==> config.mk <==
export PLATFORM = sky130hd
export DESIGN_NAME = skpc_cfg
export DESIGN_NICKNAME = d
export VERILOG_FILES = /design/src/hw/rtl/skpc_pkg.sv /design/src/hw/rtl/skpc_cfg.sv
export SDC_FILE = /design/constraint.sdc
export NUM_CORES = 1
export LEC_CHECK = 0
export BUFFER_PORTS_ARGS = -buffer_cell sky130_fd_sc_hd__buf_4
export CAP_MARGIN = 25
export CORE_ASPECT_RATIO = 0.5
export CORE_MARGIN = 1.5
export CORE_UTILIZATION = 47
export CTS_BUF_LIST = sky130_fd_sc_hd__clkbuf_4 sky130_fd_sc_hd__clkbuf_8
export DETAILED_ROUTE_END_ITERATION = 12
export PLACE_DENSITY = 0.79
export REMOVE_ABC_BUFFERS = 1
export SLEW_MARGIN = 40
export SYNTH_ARGS = -nofsm -noshare
export SYNTH_HDL_FRONTEND = slang
export SYNTH_SLANG_ARGS = --single-unit
==> constraint.sdc <==
create_clock -name clk -period 1.3 [get_ports clk]
set_clock_uncertainty 0.1 [all_clocks]
set_input_delay 0.195 -clock clk [delete_from_list [all_inputs] [get_ports clk]]
set_output_delay 0.195 -clock clk [all_outputs]
set_load 0.05 [all_outputs]
==> src/hw/rtl/skpc_pkg.sv <==
// ----------------------------------------------------------------------------
// skpc_pkg
// Shared types, constants and helpers of the soft-knee peak compressor.
// ----------------------------------------------------------------------------
package skpc_pkg;

  localparam int SAMPLE_BITS = 24;
  localparam int CFG_IDX_W   = 3;
  localparam int CFG_DATA_W  = 24;

  // Register indexes of the configuration port.
  localparam logic [CFG_IDX_W-1:0] CFG_THRESHOLD = 3'd0;
  localparam logic [CFG_IDX_W-1:0] CFG_SLOPE     = 3'd1;
  localparam logic [CFG_IDX_W-1:0] CFG_ATTACK    = 3'd2;
  localparam logic [CFG_IDX_W-1:0] CFG_RELEASE   = 3'd3;
  localparam logic [CFG_IDX_W-1:0] CFG_MAKEUP    = 3'd4;
  localparam logic [CFG_IDX_W-1:0] CFG_ENABLE    = 3'd5;

  localparam logic [31:0] DB_PER_LOG2_Q16 = 32'd394566;
  localparam logic [31:0] LOG2_PER_DB_Q24 = 32'd2786635;
  localparam logic [31:0] RECIP_12_Q26    = 32'd5592406;
  localparam int          KNEE_HALF_Q16   = 196608;
  localparam logic [22:0] FLOOR_DB_Q16    = 23'd7864320;
  localparam logic [17:0] P_C1            = 18'd45594;
  localparam logic [17:0] P_C2            = 18'd14824;
  localparam logic [17:0] P_C3            = 18'd5118;

  typedef struct packed {
    logic signed [SAMPLE_BITS-1:0] left_in;
    logic signed [SAMPLE_BITS-1:0] right_in;
  } in_t;

  typedef struct packed {
    logic signed [SAMPLE_BITS-1:0] left_out;
    logic signed [SAMPLE_BITS-1:0] right_out;
    logic        [22:0]            reduction_db;
  } out_t;

  typedef struct packed {
    logic signed [9:0] threshold_tenth_db;
    logic [15:0]       knee_slope;
    logic [23:0]       attack_coef;
    logic [23:0]       release_coef;
    logic [7:0]        makeup_tenth_db;
    logic              comp_enable;
  } cfg_t;

  typedef enum logic [3:0] {
    OP_IDLE, OP_LOAD, OP_SQUARE, OP_LEVEL, OP_KNEE_A, OP_KNEE_B, OP_KNEE_C,
    OP_ENV_A, OP_ENV_B, OP_LOG2, OP_POLY_A, OP_POLY_B, OP_POLY_C,
    OP_SCALE_L, OP_SCALE_R, OP_EMIT
  } op_t;

  typedef struct packed {
    logic knee;
    logic out_free;
  } status_t;

  // (mag * 65536 + 5) / 10, split so that only a short remainder is divided.
  function automatic logic [21:0] tenths_to_q16(input logic [9:0] mag);
    logic [21:0] whole;
    logic [11:0] y;
    logic [24:0] yq;
    whole = 22'(32'(mag) * 32'd6553);
    y     = 12'(16'(mag) * 16'd6 + 16'd5);
    yq    = 25'(y) * 25'd6554;
    return whole + 22'(yq >> 16);
  endfunction

endpackage

==> src/hw/rtl/skpc_cfg.sv <==
// ----------------------------------------------------------------------------
// skpc_cfg
// Configuration registers, written through a plain write port.
// ----------------------------------------------------------------------------
module skpc_cfg (
  input  logic                               clk,
  input  logic                               rst_n,
  input  logic                               cfg_we,
  input  logic [skpc_pkg::CFG_IDX_W-1:0]     cfg_index,
  input  logic [skpc_pkg::CFG_DATA_W-1:0]    cfg_wdata,
  output skpc_pkg::cfg_t                     cfg
);

  skpc_pkg::cfg_t cfg_r;

  always_ff @(posedge clk) begin
    if (!rst_n) begin
      cfg_r.threshold_tenth_db <= -10'sd180;
      cfg_r.knee_slope         <= 16'd49152;
      cfg_r.attack_coef        <= 24'd16742300;
      cfg_r.release_coef       <= 24'd16773721;
      cfg_r.makeup_tenth_db    <= 8'd30;
      cfg_r.comp_enable        <= 1'b1;
    end else if (cfg_we) begin
      unique case (cfg_index)
        skpc_pkg::CFG_THRESHOLD: cfg_r.threshold_tenth_db <= $signed(cfg_wdata[9:0]);
        skpc_pkg::CFG_SLOPE:     cfg_r.knee_slope         <= cfg_wdata[15:0];
        skpc_pkg::CFG_ATTACK:    cfg_r.attack_coef        <= cfg_wdata[23:0];
        skpc_pkg::CFG_RELEASE:   cfg_r.release_coef       <= cfg_wdata[23:0];
        skpc_pkg::CFG_MAKEUP:    cfg_r.makeup_tenth_db    <= cfg_wdata[7:0];
        skpc_pkg::CFG_ENABLE:    cfg_r.comp_enable        <= cfg_wdata[0];
        default: ;
      endcase
    end
  end

  assign cfg = cfg_r;

endmodule

==> results by stage <==
CTS:
- The clock sink count is 83.
- The root buffer cell chosen for the clock tree is clkbuf_8.
- The CTS buffer count is 9.
- The CTS tree is done.
- The clock transition at the registers of the reported paths is around 0.080 ns.
- The number of buffers on the longest clock path is 2.
- The maximum level of the CTS H-tree is 3.
- The later-pin clock latency in the skew report is between 0.3 and 0.4 ns.

Layout:
- The register with the most flip-flops in the layout has between 80 and 90 of them.
- Leaving out fill and tap cells, the most frequent cell in the layout is buf_4.
- In the final layout, the share of cells above drive strength 1 is 0.334.
- The number of diodes added for antenna fixing is 0.
- For this run, the number of standard cells in the final layout without fillers is roughly 540.
- In the layout the commonest cells are buf_4, mux2i_1, dfxtp_1.
- For this run, the post-layout net count is ~470.
- The area growth from synthesis to layout is 39.0%.
- The design area is 4600 um^2.

Worst setup path:
- On the critical path, the stage with the largest delay is an instance of dfxtp_1.
- The number of buffers and inverters on the critical path is 1.
- Traced cell by cell, the critical path runs through buf_4.
- The type of element launching the critical path is a flip-flop.
- Along the worst path, the maximum fanout reaches 2.
- The kind of critical path is flip-flop to primary output.
- The element type at the critical path end is a primary output.
- On the worst path, the slowest cell contributes a delay of 0.37 ns.
- Grouping stages by cell kind, the critical path spends the most delay in flip-flops.
- The worst path arrival time is approximately 0.92 ns.
- The worst endpoint required time is 1.00 ns.

Logic synthesis:
- The register bit total from synthesis is between 80 and 90.
- The sequential element share of the synthesized area is 0.502.
- The netlist area before placement is around 3300 um^2.
- The average cell area after synthesis is 10.4 um^2.
- During synthesis, Yosys emitted a total of 0 warnings.
- The number of distinct library cells after synthesis is 14.
- In the synthesized netlist, the number of instances is around 320.

Global routing:
- The pin count of the biggest net entering global routing is 27.
- For this run, the total global-route usage over all layers was measured as 0.216.
- The total overflow left after global routing is 0.
- The number of global-route vias before repair is 2,620.
- The initial antenna violation count was 0.
- The global-route wire length before repair is around 13,000 um.

Detailed routing:
- The routed length per instance is 14.7 um.
- The routed layout has around 2,600 vias.
- The detailed-route DRC error count is 0.
- The per-cell via count in the routed design is ~4.8.
- The number of violations reported at the end of detailed-routing iteration 0 is 86.
- The post-detailed-routing wire length is between 7000 and 8000 um.
- The pre-antenna-repair detailed-routing pass consisted of 4 iterations.
- The remaining number of nets flagged by the antenna check after routing is 0.

Placed design:
- The final estimated routing congestion in global placement is between 0.7 and 0.8.
- Buffers placed on the I/O ports in this run total about 110.
- Including well taps, the total number of placed cells is roughly 520.
- The placed wire-length estimate is 5940 um.
- Once placement finished, the instance area stood at approximately 4400 um^2.

Outcome:
- The run finished with clean final reports.

Pwr:
- Across the VDD grid, the largest voltage drop is slightly above 0.0009 V.
- The total power after layout is approximately 5.1 mW.
- Power spread over the standard cell area amounts to 1110 nW/um^2.
- In this run the static leakage power is between 2 and 2.5 nW.

STA:
- The number of hold violations in the final report is 0.
- For the pin with the worst max-slew slack, the measured transition is about 0.32 ns.
- The count of pins over their slew limit came to 0.
- Headroom to the max-slew limit came out at 0.784.
- The final critical-path required period is ~1.2 ns.
- The setup TNS is 0 ns.
- Setup violations remaining at the end of the flow were counted as 0.
- Setup repair after global routing left no endpoint under its margin.
- The maximum clock frequency is 0.820 GHz.
- The post-route fraction of the period consumed by the critical path is 0.938.
- Across all hold checks on the routed design, the worst slack comes to between 0.01 and 0.015 ns.

Floorplan:
- For this configuration, the core starts out at a cell density of 0.490.
- In this run the count of I/O pins placed on the die edge is between 100 and 150.
- The die covers approximately 7600 um^2.
- The total number of placement rows is 21.
- After floorplanning, the core was sized to cover a little under 7000 um^2.
- The y dimension of the die is roughly 62 um.
- The die boundary width is between 100 and 150 um.

Min path:
- The worst min-delay path category is input pin to flip-flop.

Job:
- The count of max-cap constraint violations is 0.
## area by class of cell
| type | instances | area (um^2) |
|---|---|---|
| fill | 519 | 2160 |
| sequential | 83 | 1660 |
| multi-input combinational | 211 | 1540 |
| timing repair buffer | 133 | 1080 |
| clock buffer | 15 | 194 |
| tap | 92 | 115 |
| clock inverter | 1 | 5.00 |
## cell families (layout without fill, tap and decap cells)
logic type / count (synthesis) / after routing / share of synthesized area
mux: 83 / 83 / 0.251
simple gates: 128 / 128 / 0.214
flops: 83 / 83 / 0.502
buf+inv: 23 / 149 / 0.0322
## worst paths after layout
kind	end	startpoint	slack, ns	cells past startpoint
setup reg to reg	cfg[76]	cfg[76]	0.52	2
hold reg to reg	cfg[8]	cfg[8]	0.36	2
setup / recovery	cfg[60]	cfg[60]	0.08	1
hold / removal	cfg[27]	cfg_wdata[18]	0.01	3
## cell usage after synthesis
library cell / count / share of area
buf_4: 3 / 0.0068
or4bb_1: 1 / 0.0034
buf_2: 7 / 0.011
buf_1: 1 / 0.0011
mux2i_1: 83 / 0.25
clkbuf_1: 12 / 0.014
nand4bb_1: 1 / 0.0034
and4bb_2: 2 / 0.0076
nand4b_1: 2 / 0.0053
nand2_1: 51 / 0.058
nor2b_1: 69 / 0.13
and4b_1: 1 / 0.0030
dfxtp_1: 83 / 0.50
or4b_1: 1 / 0.0030
## through the flow
stage | util | worst slack [ns]
2_1_floorplan | - | -0.395
3_3_place_gp | 0.647 | -0.0888
3_5_place_dp | 0.647 | -0.136
4_1_cts | 0.681 | 0.0639
5_1_grt | 0.681 | 0.0356
6_report | 0.681 | 0.0806
## layer usage
layer,track usage,wire length (um)
met4,0.0574,27
met2,0.400,4130
met3,0.0653,329
met5,0,0
met1,0.241,3360
## timing repair
action	4_1_cts	5_1_grt
resized for setup	0	0
hold buffers	3	0
buffers inserted	0	0
hold endpoints to repair	3	0
## power breakdown
| group | internal, mW | switching (mW) | leakage [nW] |
|---|---|---|---|
| logic | 0.274 | 0.395 | 1.32 |
| registers | 2.60 | 0.0331 | 0.674 |
| clock network | 0.945 | 0.847 | 0.107 |
| total | 3.82 | 1.28 | 2.10 |
No activity file was read; power rests on OpenSTA's default activity.
