File: src/hw/rtl/skpc_pkg.sv
// ----------------------------------------------------------------------------
// skpc_pkg
// Shared types, constants and helpers of the soft-knee peak compressor.
// ----------------------------------------------------------------------------
package skpc_pkg;

  localparam int SAMPLE_BITS = 24;
  localparam int CFG_IDX_W   = 3;
  localparam int CFG_DATA_W  = 24;

  // Register indexes of the configuration port.
  localparam logic [CFG_IDX_W-1:0] CFG_THRESHOLD = 3'd0;
  localparam logic [CFG_IDX_W-1:0] CFG_SLOPE     = 3'd1;
  localparam logic [CFG_IDX_W-1:0] CFG_ATTACK    = 3'd2;
  localparam logic [CFG_IDX_W-1:0] CFG_RELEASE   = 3'd3;
  localparam logic [CFG_IDX_W-1:0] CFG_MAKEUP    = 3'd4;
  localparam logic [CFG_IDX_W-1:0] CFG_ENABLE    = 3'd5;

  localparam logic [31:0] DB_PER_LOG2_Q16 = 32'd394566;
  localparam logic [31:0] LOG2_PER_DB_Q24 = 32'd2786635;
  localparam logic [31:0] RECIP_12_Q26    = 32'd5592406;
  localparam int          KNEE_HALF_Q16   = 196608;
  localparam logic [22:0] FLOOR_DB_Q16    = 23'd7864320;
  localparam logic [17:0] P_C1            = 18'd45594;
  localparam logic [17:0] P_C2            = 18'd14824;
  localparam logic [17:0] P_C3            = 18'd5118;

  typedef struct packed {
    logic signed [SAMPLE_BITS-1:0] left_in;
    logic signed [SAMPLE_BITS-1:0] right_in;
  } in_t;

  typedef struct packed {
    logic signed [SAMPLE_BITS-1:0] left_out;
    logic signed [SAMPLE_BITS-1:0] right_out;
    logic        [22:0]            reduction_db;
  } out_t;

  typedef struct packed {
    logic signed [9:0] threshold_tenth_db;
    logic [15:0]       knee_slope;
    logic [23:0]       attack_coef;
    logic [23:0]       release_coef;
    logic [7:0]        makeup_tenth_db;
    logic              comp_enable;
  } cfg_t;

  typedef enum logic [3:0] {
    OP_IDLE, OP_LOAD, OP_SQUARE, OP_LEVEL, OP_KNEE_A, OP_KNEE_B, OP_KNEE_C,
    OP_ENV_A, OP_ENV_B, OP_LOG2, OP_POLY_A, OP_POLY_B, OP_POLY_C,
    OP_SCALE_L, OP_SCALE_R, OP_EMIT
  } op_t;

  typedef struct packed {
    logic knee;
    logic out_free;
  } status_t;

  // (mag * 65536 + 5) / 10, split so that only a short remainder is divided.
  function automatic logic [21:0] tenths_to_q16(input logic [9:0] mag);
    logic [21:0] whole;
    logic [11:0] y;
    logic [24:0] yq;
    whole = 22'(32'(mag) * 32'd6553);
    y     = 12'(16'(mag) * 16'd6 + 16'd5);
    yq    = 25'(y) * 25'd6554;
    return whole + 22'(yq >> 16);
  endfunction

endpackage

File: src/hw/rtl/skpc_ctrl.sv
// ----------------------------------------------------------------------------
// skpc_ctrl
// Sequencer that steps the datapath through one sample pair.
// ----------------------------------------------------------------------------
module skpc_ctrl (
  input  logic                clk,
  input  logic                rst_n,
  input  logic                in_valid,
  output logic                in_ready,
  input  skpc_pkg::status_t   status,
  output skpc_pkg::op_t       op
);

  typedef enum logic [3:0] {
    ST_IDLE, ST_SQUARE, ST_LEVEL, ST_KNEE_A, ST_KNEE_B, ST_KNEE_C, ST_ENV_A,
    ST_ENV_B, ST_LOG2, ST_POLY_A, ST_POLY_B, ST_POLY_C, ST_SCALE_L,
    ST_SCALE_R, ST_EMIT
  } state_t;

  state_t      state_r, state_nxt;
  logic [3:0]  sq_cnt_r, sq_cnt_nxt;

  always_comb begin
    state_nxt  = state_r;
    sq_cnt_nxt = sq_cnt_r;
    op         = skpc_pkg::OP_IDLE;
    unique case (state_r)
      ST_IDLE: begin
        if (in_valid) begin
          op         = skpc_pkg::OP_LOAD;
          sq_cnt_nxt = '0;
          state_nxt  = ST_SQUARE;
        end
      end
      ST_SQUARE: begin
        op         = skpc_pkg::OP_SQUARE;
        sq_cnt_nxt = sq_cnt_r + 4'd1;
        if (sq_cnt_r == 4'hF) state_nxt = ST_LEVEL;
      end
      ST_LEVEL: begin
        op        = skpc_pkg::OP_LEVEL;
        state_nxt = ST_KNEE_A;
      end
      ST_KNEE_A: begin
        op        = skpc_pkg::OP_KNEE_A;
        state_nxt = status.knee ? ST_KNEE_B : ST_ENV_A;
      end
      ST_KNEE_B: begin
        op        = skpc_pkg::OP_KNEE_B;
        state_nxt = ST_KNEE_C;
      end
      ST_KNEE_C: begin
        op        = skpc_pkg::OP_KNEE_C;
        state_nxt = ST_ENV_A;
      end
      ST_ENV_A: begin
        op        = skpc_pkg::OP_ENV_A;
        state_nxt = ST_ENV_B;
      end
      ST_ENV_B: begin
        op        = skpc_pkg::OP_ENV_B;
        state_nxt = ST_LOG2;
      end
      ST_LOG2: begin
        op        = skpc_pkg::OP_LOG2;
        state_nxt = ST_POLY_A;
      end
      ST_POLY_A: begin
        op        = skpc_pkg::OP_POLY_A;
        state_nxt = ST_POLY_B;
      end
      ST_POLY_B: begin
        op        = skpc_pkg::OP_POLY_B;
        state_nxt = ST_POLY_C;
      end
      ST_POLY_C: begin
        op        = skpc_pkg::OP_POLY_C;
        state_nxt = ST_SCALE_L;
      end
      ST_SCALE_L: begin
        op        = skpc_pkg::OP_SCALE_L;
        state_nxt = ST_SCALE_R;
      end
      ST_SCALE_R: begin
        op        = skpc_pkg::OP_SCALE_R;
        state_nxt = ST_EMIT;
      end
      ST_EMIT: begin
        op = skpc_pkg::OP_EMIT;
        if (status.out_free) state_nxt = ST_IDLE;
      end
      default: state_nxt = ST_IDLE;
    endcase
  end

  always_ff @(posedge clk) begin
    if (!rst_n) begin
      state_r  <= ST_IDLE;
      sq_cnt_r <= '0;
    end else begin
      state_r  <= state_nxt;
      sq_cnt_r <= sq_cnt_nxt;
    end
  end

  assign in_ready = (state_r == ST_IDLE);

endmodule

File: config.mk
export PLATFORM = sky130hd
export DESIGN_NAME = skpc_ctrl
export DESIGN_NICKNAME = d
export VERILOG_FILES = /design/src/hw/rtl/skpc_pkg.sv /design/src/hw/rtl/skpc_ctrl.sv
export SDC_FILE = /design/constraint.sdc
export NUM_CORES = 1
export LEC_CHECK = 0
export BUFFER_PORTS_ARGS = -buffer_cell sky130_fd_sc_hd__buf_2
export CAP_MARGIN = 15
export CORE_AREA = 2 2 39 41
export CTS_CLUSTER_DIAMETER = 60
export DETAILED_ROUTE_END_ITERATION = 16
export DIE_AREA = 0 0 41 43
export HOLD_SLACK_MARGIN = 0.15
export SYNTH_ARGS = -nofsm -noshare
export SYNTH_HDL_FRONTEND = slang
export SYNTH_SLANG_ARGS = --single-unit
File: constraint.sdc
create_clock -name clk -period 1.5 [get_ports clk]
set_input_delay 0.15 -clock clk [delete_from_list [all_inputs] [get_ports clk]]
set_output_delay 0.15 -clock clk [all_outputs]
set_load 0.01 [all_outputs]
==> results of run 1 <==
-- final timing paths --
check               from     endpoint  slack (ns)
max           state_r[3]     in_ready        0.09
min                rst_n   state_r[2]        0.21
max reg2reg   state_r[3]   state_r[1]        0.34
min reg2reg  sq_cnt_r[1]  sq_cnt_r[1]        0.51
-- layout make-up --
cell class | count | area share (%)
multi-input cells | 49 | 53.68
clock buffers | 3 | 3.896
flip-flops and latches | 8 | 29.87
well taps | 16 | 3.463
repair buffers | 10 | 9.091
-- critical path, delay by kind of cell (launching register included) --
kind / cells / cell delay [ns]
AND/OR/NAND/NOR: 2 / 0.51
buffers and inverters: 1 / 0.13
flip-flops: 1 / 0.36
-- sequential cells by signal (all words and copies together), names as in the netlist --
name	flops
sq_cnt_r	4
state_r	4
-- placed cells by master, fill, tap and decap left out, drive strengths merged, types with 2 or more instances in the layout --
master / instances
nor2b: 2
nand2: 7
buf: 10
nor2: 4
dfxtp: 8
o22ai: 2
nor4: 2
clkbuf: 3
a21oi: 2
or3: 2
o21ai: 3
a21boi: 4
nand3: 7
-- logic make-up after synthesis --
logic type	share of synthesized area (%)
compound gates	18.25
xor+xnor	3.407
fa+ha+maj	2.433
buf+inv	8.515
flops	31.14
mux	1.947
simple gates	34.31
-- power by group through the flow --
stage / Sequential, mW / Combinational (mW) / Clock, mW
2_1_floorplan: 0.232 / 0.0825 / 0
3_3_place_gp: 0.246 / 0.0991 / 0
3_5_place_dp: 0.246 / 0.0996 / 0
4_1_cts: 0.243 / 0.100 / 0.173
5_1_grt: 0.244 / 0.110 / 0.186
6_report: 0.241 / 0.0999 / 0.168
-- metal layers --
| metal | track usage (%) | vias up | share of wire [%] | wire, um |
|---|---|---|---|---|
| li1 | - | 242 | - | - |
| met4 | 4.000 | 0 | 0 | 0 |
| met2 | 17.81 | 11 | 45 | 480 |
| met3 | 9.424 | 0 | 5.5 | 58 |
| met5 | 0 | - | 0 | 0 |
| met1 | 17.86 | 214 | 49 | 519 |
-- repair_timing --
action,4_1_cts,5_1_grt
buffers inserted,0,0
setup endpoints to repair,1,3
gates resized for setup,3,4
-- through the flow --
stage	worst slack (ns)	total power, mW	std cells
finish	0.09190	0.5086	86
floorplan	0.3612	0.3140	62
global placement	0.2315	0.3449	83
CTS	0.03657	0.5158	86
global route	-0.0004072	0.5399	86
detailed placement	0.2130	0.3456	83
==> metrics, run 1 <==
crit-path max cell delay=0.41 ns; Net Switching=0.1474 mW; crit path DAT=1.26 ns; outcome=complete, no violations; fillers=147; register area share after synthesis=31.14%; Port Buffers=9; Synth Net Count=68; sequential cell area=172.7 sq um; H-tree levels=1; Async SR Flop Fraction=0%; WL per Instance=12.30 um; Layout Nets=78; clock group share of total power=33.0%; largest net degree at the start of global routing=12; Tcrit/Tclk final=93.87%; maximum VDD drop=0.5999 mV; Unique masters post-synth=30; root buffer selected by CTS=clkbuf_4; Worst Skew=0.008605 ns; Main synth FF type=dfxtp_1; Reg2Reg Depth=3; final hold vios=0; I/O pins=10; via count=467; RePlAce Congestion=0.8120; Num CTS Buffers=3; Crit Path Class=reg2out; Antenna diodes=0; placed cell area=543.0 sq um; count leader, synth=dfxtp_1; final wirelength=1.058 mm; Final Max Slew Viols=0; f_max=710.2 MHz; first-pass GRT wire length=1.587 mm; Combinational Power Share=19.6%; Routed Antenna Nets=0; YS warnings=0; final core occ=41.77%; worst endpoint required time=1.35 ns; Slowest-stage cell, CP=or3_4; Area contributors post-synth=dfxtp_1, nand3_1, buf_6, nand2_1, a21boi_0; Sum Neg Setup Slack=0 ns; Synth Instances=62; Tightest Hold Check Type=in2reg; Cell Area, Synth=514.2 sq um; hold_buf cts=0; Lkg Pwr=0.2480 nW; sequential share of power=47.4%; Area Growth Syn to Fin=12.41%; Via-to-Cell Ratio=5.430; most frequent cells after synthesis=dfxtp_1, nand2_1, nand3_1; core footprint=1384 sq um; crit path max fanout=10; FF+latch count, synth=8; crit-path cells=or3_4 -> nor2_1 -> buf_2; share of the synthesized area in the top cell type=31.14%; Finished Cell Area=578.1 sq um; number of synthesized flops with an enable pin=0; Clk Latency, worst-skew pair=0.26 ns; Die W=41 um; worst slew pin tran=0.3797 ns; Initial Util=37.16%; Initial DRC Count=8; WHS=0.2075 ns; Final setup viols=0; CP Capture Type=output port; DR DRC count=0; vias in the first global route=392; GRT Total Usage=13.70%; die height=43 um; GR Overflow Total=0; # clock sinks=8; sw frac=28.98%; worst relative slew slack=74.45%; area leader, netlist=dfxtp_1; crit start category=flop; PwrDens=879.9 nW/um^2; max_cap viols=0; row cnt=14; Mean Syn Cell Area=8.294 sq um; initial antenna violation count=0; multi-input logic area=310.3 sq um; WHS Path Cells=2; clock-pin slew on the worst setup and hold paths=0.05 ns; P_int=0.3612 mW; Die Area=1763 sq um; post-layout min period=1.408 ns; CTS tree=yes; dpl hpwl=763.9 um; layout cell share with drive strength beyond 1=30.00%; drt pass-1 iters=4; CTS max path bufs=2
No activity file was read; power rests on OpenSTA's default activity.
==> run 2, diff against run 1 <==
- CAP_MARGIN: 15 -> 20
- clock period: 1.5 -> 1.2 ns (I/O delays scaled with it)
==> run 2 against run 1 <==
- final area increased by 31%
- the run now ends with negative setup slack left
- clock-buffer cell count unchanged
- largest cell class unchanged
- wire length increased by 30%
- sequential share of layout area decreased by 6.7 points
- global-route usage increased by 2.8 points
- total power increased by 40%
- largest power group unchanged
- register-to-register slack got worse by 0.34 ns
- cell count increased by 17%
- combinational power increased by 110%
==> metrics, run 2 (synthesis gave the netlist of run 1 again) <==
outcome=finished, violations left (was complete, no violations); failing checks=negative setup slack; maximum VDD drop=0.5089 mV (was 0.5999 mV); hold endpoint=state_r[2] (unchanged); crit path DAT=1.22 ns (was 1.26 ns); Crit Path Class=reg2out (unchanged); Num CTS Buffers=3 (unchanged); H-tree levels=1 (unchanged); worst relative slew slack=77.20% (was 74.45%); Non-Filler Instances=101 (was 86); Reg2Reg Depth=4 (was 3); multi-input logic area=349.1 sq um (was 310.3 sq um); Tightest Hold Check Type=in2reg (unchanged); fillers=143 (was 147); drt pass-1 iters=4 (unchanged); GR Overflow Total=0 (unchanged); Initial DRC Count=7 (was 8); hold_buf cts=0 (unchanged); WHS Path Cells=2 (unchanged); die height=43 um (unchanged); Layout Nets=93 (was 78); dpl cells=89 (was 83); Final setup viols=5 (was 0); reg-to-reg critical path endpoint=state_r[0] (was state_r[1]); GRT Total Usage=16.45% (was 13.70%); DR DRC count=0 (unchanged); Worst Skew=0.01520 ns (was 0.008605 ns); Routed Antenna Nets=0 (unchanged); first-pass GRT wire length=1.890 mm (was 1.587 mm); CTS max path bufs=2 (unchanged); worst slew pin tran=0.3389 ns (was 0.3797 ns); core footprint=1384 sq um (unchanged); post-layout min period=1.345 ns; biggest regs=sq_cnt_r x4, state_r x4 (unchanged); via count=542 (was 467); largest net degree at the start of global routing=10 (was 12); f_max=743.6 MHz; final core occ=54.52% (was 41.77%); worst endpoint required time=1.08 ns (was 1.35 ns); Port Buffers=9 (unchanged); CTS tree=yes (unchanged); dpl hpwl=792.8 um (was 763.9 um); RePlAce Congestion=0.7899 (was 0.8120); CP Capture Type=output port (unchanged); unrepaired setup endpoints after global routing=true; Via-to-Cell Ratio=5.366 (was 5.430); crit path max fanout=7 (was 10); crit start category=flop (unchanged); vias in the first global route=472 (was 392); Die Area=1763 sq um (unchanged); final hold vios=0 (unchanged); Antenna diodes=0 (unchanged); sequential cell area=175.2 sq um (was 172.7 sq um); I/O pins=10 (unchanged); root buffer selected by CTS=clkbuf_4 (unchanged); Tcrit/Tclk final=112.1%; final wirelength=1.378 mm (was 1.058 mm); commonest non-fill, non-tap cells in the layout=buf_4, buf_2, nand2_1, buf_6, nand3_1 (was buf_2, nand3_1, nand2_1, nor2_1, dfxtp_1); reg2reg setup slack=0 ns (was 0.34 ns); Die W=41 um (unchanged); Lkg Pwr=0.3421 nW (was 0.2480 nW); initial antenna violation count=0 (unchanged); max_cap viols=0 (unchanged); RR Startpoint=state_r[3] (unchanged); WL per Instance=13.64 um (was 12.30 um); Final Max Slew Viols=0 (unchanged); Hold Path Origin=rst_n (unchanged); # clock sinks=8 (unchanged); Initial Util=37.16% (unchanged); commonest non-fill, non-tap cell in the layout=buf_4 (was buf_2); setup ws final=-0.1449 ns (was 0.09190 ns); Clk Latency, worst-skew pair=0.26 ns (about the same); row cnt=14 (unchanged); WHS=0.1823 ns (was 0.2075 ns); PwrDens=942.8 nW/um^2 (was 879.9 nW/um^2); clock-pin slew on the worst setup and hold paths=0.06 ns (was 0.05 ns); Area Growth Syn to Fin=46.72% (was 12.41%); layout cell share with drive strength beyond 1=47.06% (was 30.00%)
==> run 2: cell types whose count changed in the layout (fill, tap and decap cells not counted), moves of 2 or more <==
| cell | change |
|---|---|
| nand3_2 | +2 |
| nand3_1 | -2 |
| buf_6 | +6 |
| buf_4 | +9 |
==> run 2: worst max-delay path, cell delays in order (launching register included) <==
cell and delay, ns:
dfxtp_4 0.38, nor4_1 0.37, nor2_1 0.07, buf_2 0.15
==> run 2: cell type report <==
| type | count | area share, % |
|---|---|---|
| multi-input cells | 49 | 46.27 |
| repair buffers | 25 | 24.88 |
| flip-flops and latches | 8 | 23.22 |
| clock buffers | 3 | 2.985 |
| well taps | 16 | 2.653 |
==> run 2: power by group <==
part | internal [mW] | leakage, nW | total, mW | switching, mW
sequential | 0.275 | 0.0679 | 0.292 | 0.0167
clock | 0.115 | 0.0138 | 0.211 | 0.0968
combinational | 0.112 | 0.260 | 0.208 | 0.0963
==> run 2: worst max path at each step <==
| stage | start | end | slack, ns |
|---|---|---|---|
| after global placement | state_r[1] | op[3] | -0.004 |
| after CTS | state_r[2] | in_ready | -0.15 |
| final | state_r[3] | op[0] | -0.14 |
| after global routing | state_r[2] | in_ready | -0.21 |
| after detailed placement | state_r[1] | op[3] | -0.03 |
| after floorplan | state_r[3] | sq_cnt_r[1] | 0.06 |
==> run 2: repair_timing <==
| item | in CTS | in global routing |
|---|---|---|
| setup buffers | 4 | 5 |
| setup endpoints to repair | 9 | 9 |
| pin swaps | 1 | 7 |
| gates resized for setup | 7 | 18 |
| endpoints found under the hold margin | 0 | 0 |
==> run 2: per-layer routing <==
layer	up-vias	GRT usage, %	wire, um
met4	0	12.00	0
met5	-	0	0
met1	256	18.27	625
met3	0	4.712	32
li1	275	-	-
met2	11	25.00	720
==> run 2: stage by stage <==
stage                     area [sq um]  power [mW]  setup slack [ns]   TNS (ns)
after floorplan                  514.2      0.3925           0.06121          0
after global placement           588.1      0.4532         -0.004168  -0.006740
after detailed placement         588.1      0.4525          -0.02542   -0.02542
after CTS                        653.1      0.6679           -0.1540    -0.5269
after global routing             754.5      0.7558           -0.2065    -0.9281
final                            754.5      0.7113           -0.1449    -0.4934
==> run 3, diff against run 2 <==
- CTS_BUF_LIST: default -> sky130_fd_sc_hd__clkbuf_8
==> run 3 against run 2 <==
- the flow still finishes with violations (negative setup slack)
- combinational power fell by 12%
- total power rose by 12%
- worst setup slack improved by 0.034 ns
- critical path depth did not move
- hold slack improved by 0.026 ns
- cell count fell by 4.0%
- non-clock buffer count fell by 4
- highest routed layer is now met4
==> metrics, run 3 (synthesis gave the netlist of run 1 again) <==
outcome=finished, violations left (unchanged); failing checks=negative setup slack (unchanged); met3 wire length=46 um (was 32 um); core footprint=1384 sq um (unchanged); I/O pins=10 (unchanged); maximum VDD drop=0.4531 mV (was 0.5089 mV); Routed Antenna Nets=0 (unchanged); worst slew pin tran=0.3435 ns (was 0.3389 ns); reg2reg setup slack=-0.01 ns (was 0 ns); drt pass-1 iters=5 (was 4); final hold vios=0 (unchanged); initial antenna violation count=0 (unchanged); commonest non-fill, non-tap cells in the layout=buf_2, buf_4, nand2_1, nand3_1 (was buf_4, buf_2, nand2_1, buf_6, nand3_1); Clk Latency, worst-skew pair=0.23 ns (was 0.26 ns); f_max=763.0 MHz (was 743.6 MHz); Buf+Inv Stages, Crit Path=1 (unchanged); largest net degree at the start of global routing=10 (unchanged); DR DRC count=0 (unchanged); PwrDens=1099 nW/um^2 (was 942.8 nW/um^2); Antenna diodes=0 (unchanged); # clock sinks=8 (unchanged); vias in the first global route=463 (was 472); crit path DAT=1.19 ns (was 1.22 ns); Non-Filler Instances=97 (was 101); max_cap viols=0 (unchanged); row cnt=14 (unchanged); Num CTS Buffers=3 (unchanged); Via-to-Cell Ratio=5.351 (was 5.366); Worst path depth=3 (unchanged); WHS Path Cells=2 (unchanged); via count=519 (was 542); fillers=144 (was 143); Tcrit/Tclk final=109.2% (was 112.1%); GRT Total Usage=15.95% (was 16.45%); die height=43 um (unchanged); Reg2Reg Depth=4 (unchanged); Slowest-stage cell, CP=or3_4 (was dfxtp_4); H-tree levels=1 (unchanged); crit start category=flop (unchanged); Metal-1 WL=565 um (was 625 um); CP Capture Type=output port (unchanged); root buffer selected by CTS=clkbuf_8 (was clkbuf_4); CTS max path bufs=2 (unchanged); dpl cells=89 (unchanged); critical path's top delay family=simple AND/OR/NAND/NOR gates (unchanged); hold_buf cts=0 (unchanged); layout cell share with drive strength beyond 1=44.44% (was 47.06%); WL per Instance=12.68 um (was 13.64 um); Final setup viols=5 (unchanged); post-placement setup slack=-0.02542 ns (unchanged); worst endpoint required time=1.08 ns (about the same); crit-path cells=or3_4 -> nor2_2 -> buf_2 (was nor4_1 -> nor2_1 -> buf_2); final wirelength=1.230 mm (was 1.378 mm); Initial DRC Count=7 (unchanged); biggest regs=sq_cnt_r x4, state_r x4 (unchanged); dpl hpwl=792.8 um (unchanged); Top Layer Used=met4 (was met3); Initial Util=37.16% (unchanged); Die Area=1763 sq um (unchanged); Port Buffers=9 (unchanged); CTS tree=yes (unchanged); Area Growth Syn to Fin=41.36% (was 46.72%); clock-pin slew on the worst setup and hold paths=0.04 ns (was 0.06 ns); unrepaired setup endpoints after global routing=true (unchanged); Worst Skew=0.006630 ns (was 0.01520 ns); RePlAce Congestion=0.7899 (unchanged); Die W=41 um (unchanged); Tightest Hold Check Type=in2reg (unchanged); worst relative slew slack=76.89% (was 77.20%); Lkg Pwr=0.3217 nW (was 0.3421 nW); Layout Nets=89 (was 93); setup ws final=-0.1106 ns (was -0.1449 ns); Crit Path Class=reg2out (unchanged); first-pass GRT wire length=1.904 mm (was 1.890 mm); crit-path max cell delay=0.40 ns (was 0.38 ns); DR WL met2=603 um (was 720 um); crit path max fanout=6 (was 7); post-layout min period=1.311 ns (was 1.345 ns); Final Max Slew Viols=0 (unchanged); GR Overflow Total=0 (unchanged)
run 3: cell types whose count changed in the layout (fill, tap and decap cells not counted):
cell and change:
a21boi_1 -1, nand3_2 -1, nand2_2 +1, clkbuf_8 +3, clkbuf_4 -3, buf_6 -3, a21boi_0 +1, or2_2 +1
or2_4 -1, buf_4 -1, nand3_1 +1, nand2_1 -1
run 3: path summary, 6_finish.rpt:
path                     from     endpoint
setup / recovery   state_r[3]     in_ready
hold / removal          rst_n   state_r[2]
setup reg to reg   state_r[1]   state_r[0]
hold reg to reg   sq_cnt_r[1]  sq_cnt_r[1]
run 3: worst register-to-register path: stages, from the launching register on:
cell,delay (ns)
dfxtp_4,0.36
buf_4,0.17
and3_4,0.17
or3_1,0.31
a21boi_1,0.13
run 3: cell type report:
| class | instances | area [sq um] | share of cell area [%] |
|---|---|---|---|
| multi-input cells | 49 | 344.1 | 47.33 |
| flip-flops and latches | 8 | 175.2 | 24.10 |
| repair buffers | 21 | 146.4 | 20.14 |
| clock buffers | 3 | 41.29 | 5.680 |
| well taps | 16 | 20.02 | 2.754 |
run 3: timing repair:
action	in CTS	in global routing
endpoints found under the hold margin	0	0
gates resized for setup	11	8
pin swaps	2	4
buffers inserted	4	1
setup endpoints to repair	8	9
run 3: metal layers:
| layer | track usage [%] | vias up |
|---|---|---|
| li1 | - | 266 |
| met1 | 19.87 | 239 |
| met2 | 24.69 | 12 |
| met3 | 3.141 | 2 |
| met4 | 8.000 | 0 |
| met5 | 0 | - |
run 3: report_power, final:
part | switching (mW) | internal (mW)
Sequential | 0.0169 | 0.276
Combinational | 0.0886 | 0.0930
Clock | 0.107 | 0.217
run 3: through the flow:
step                      total power [mW]  cell area [sq um]  hold WS, ns  setup TNS [ns]  util [%]
final                               0.7988              726.9       0.2082         -0.3482     52.53
after global routing                0.8383              726.9       0.2279         -0.5681     52.53
after detailed placement            0.4525              588.1       0.4531        -0.02542     42.50
after global placement              0.4532              588.1       0.4461       -0.006740     42.50
after floorplan                     0.3925              514.2       0.2534               0         -
after CTS                           0.7850              681.9       0.2099         -0.3115     49.28
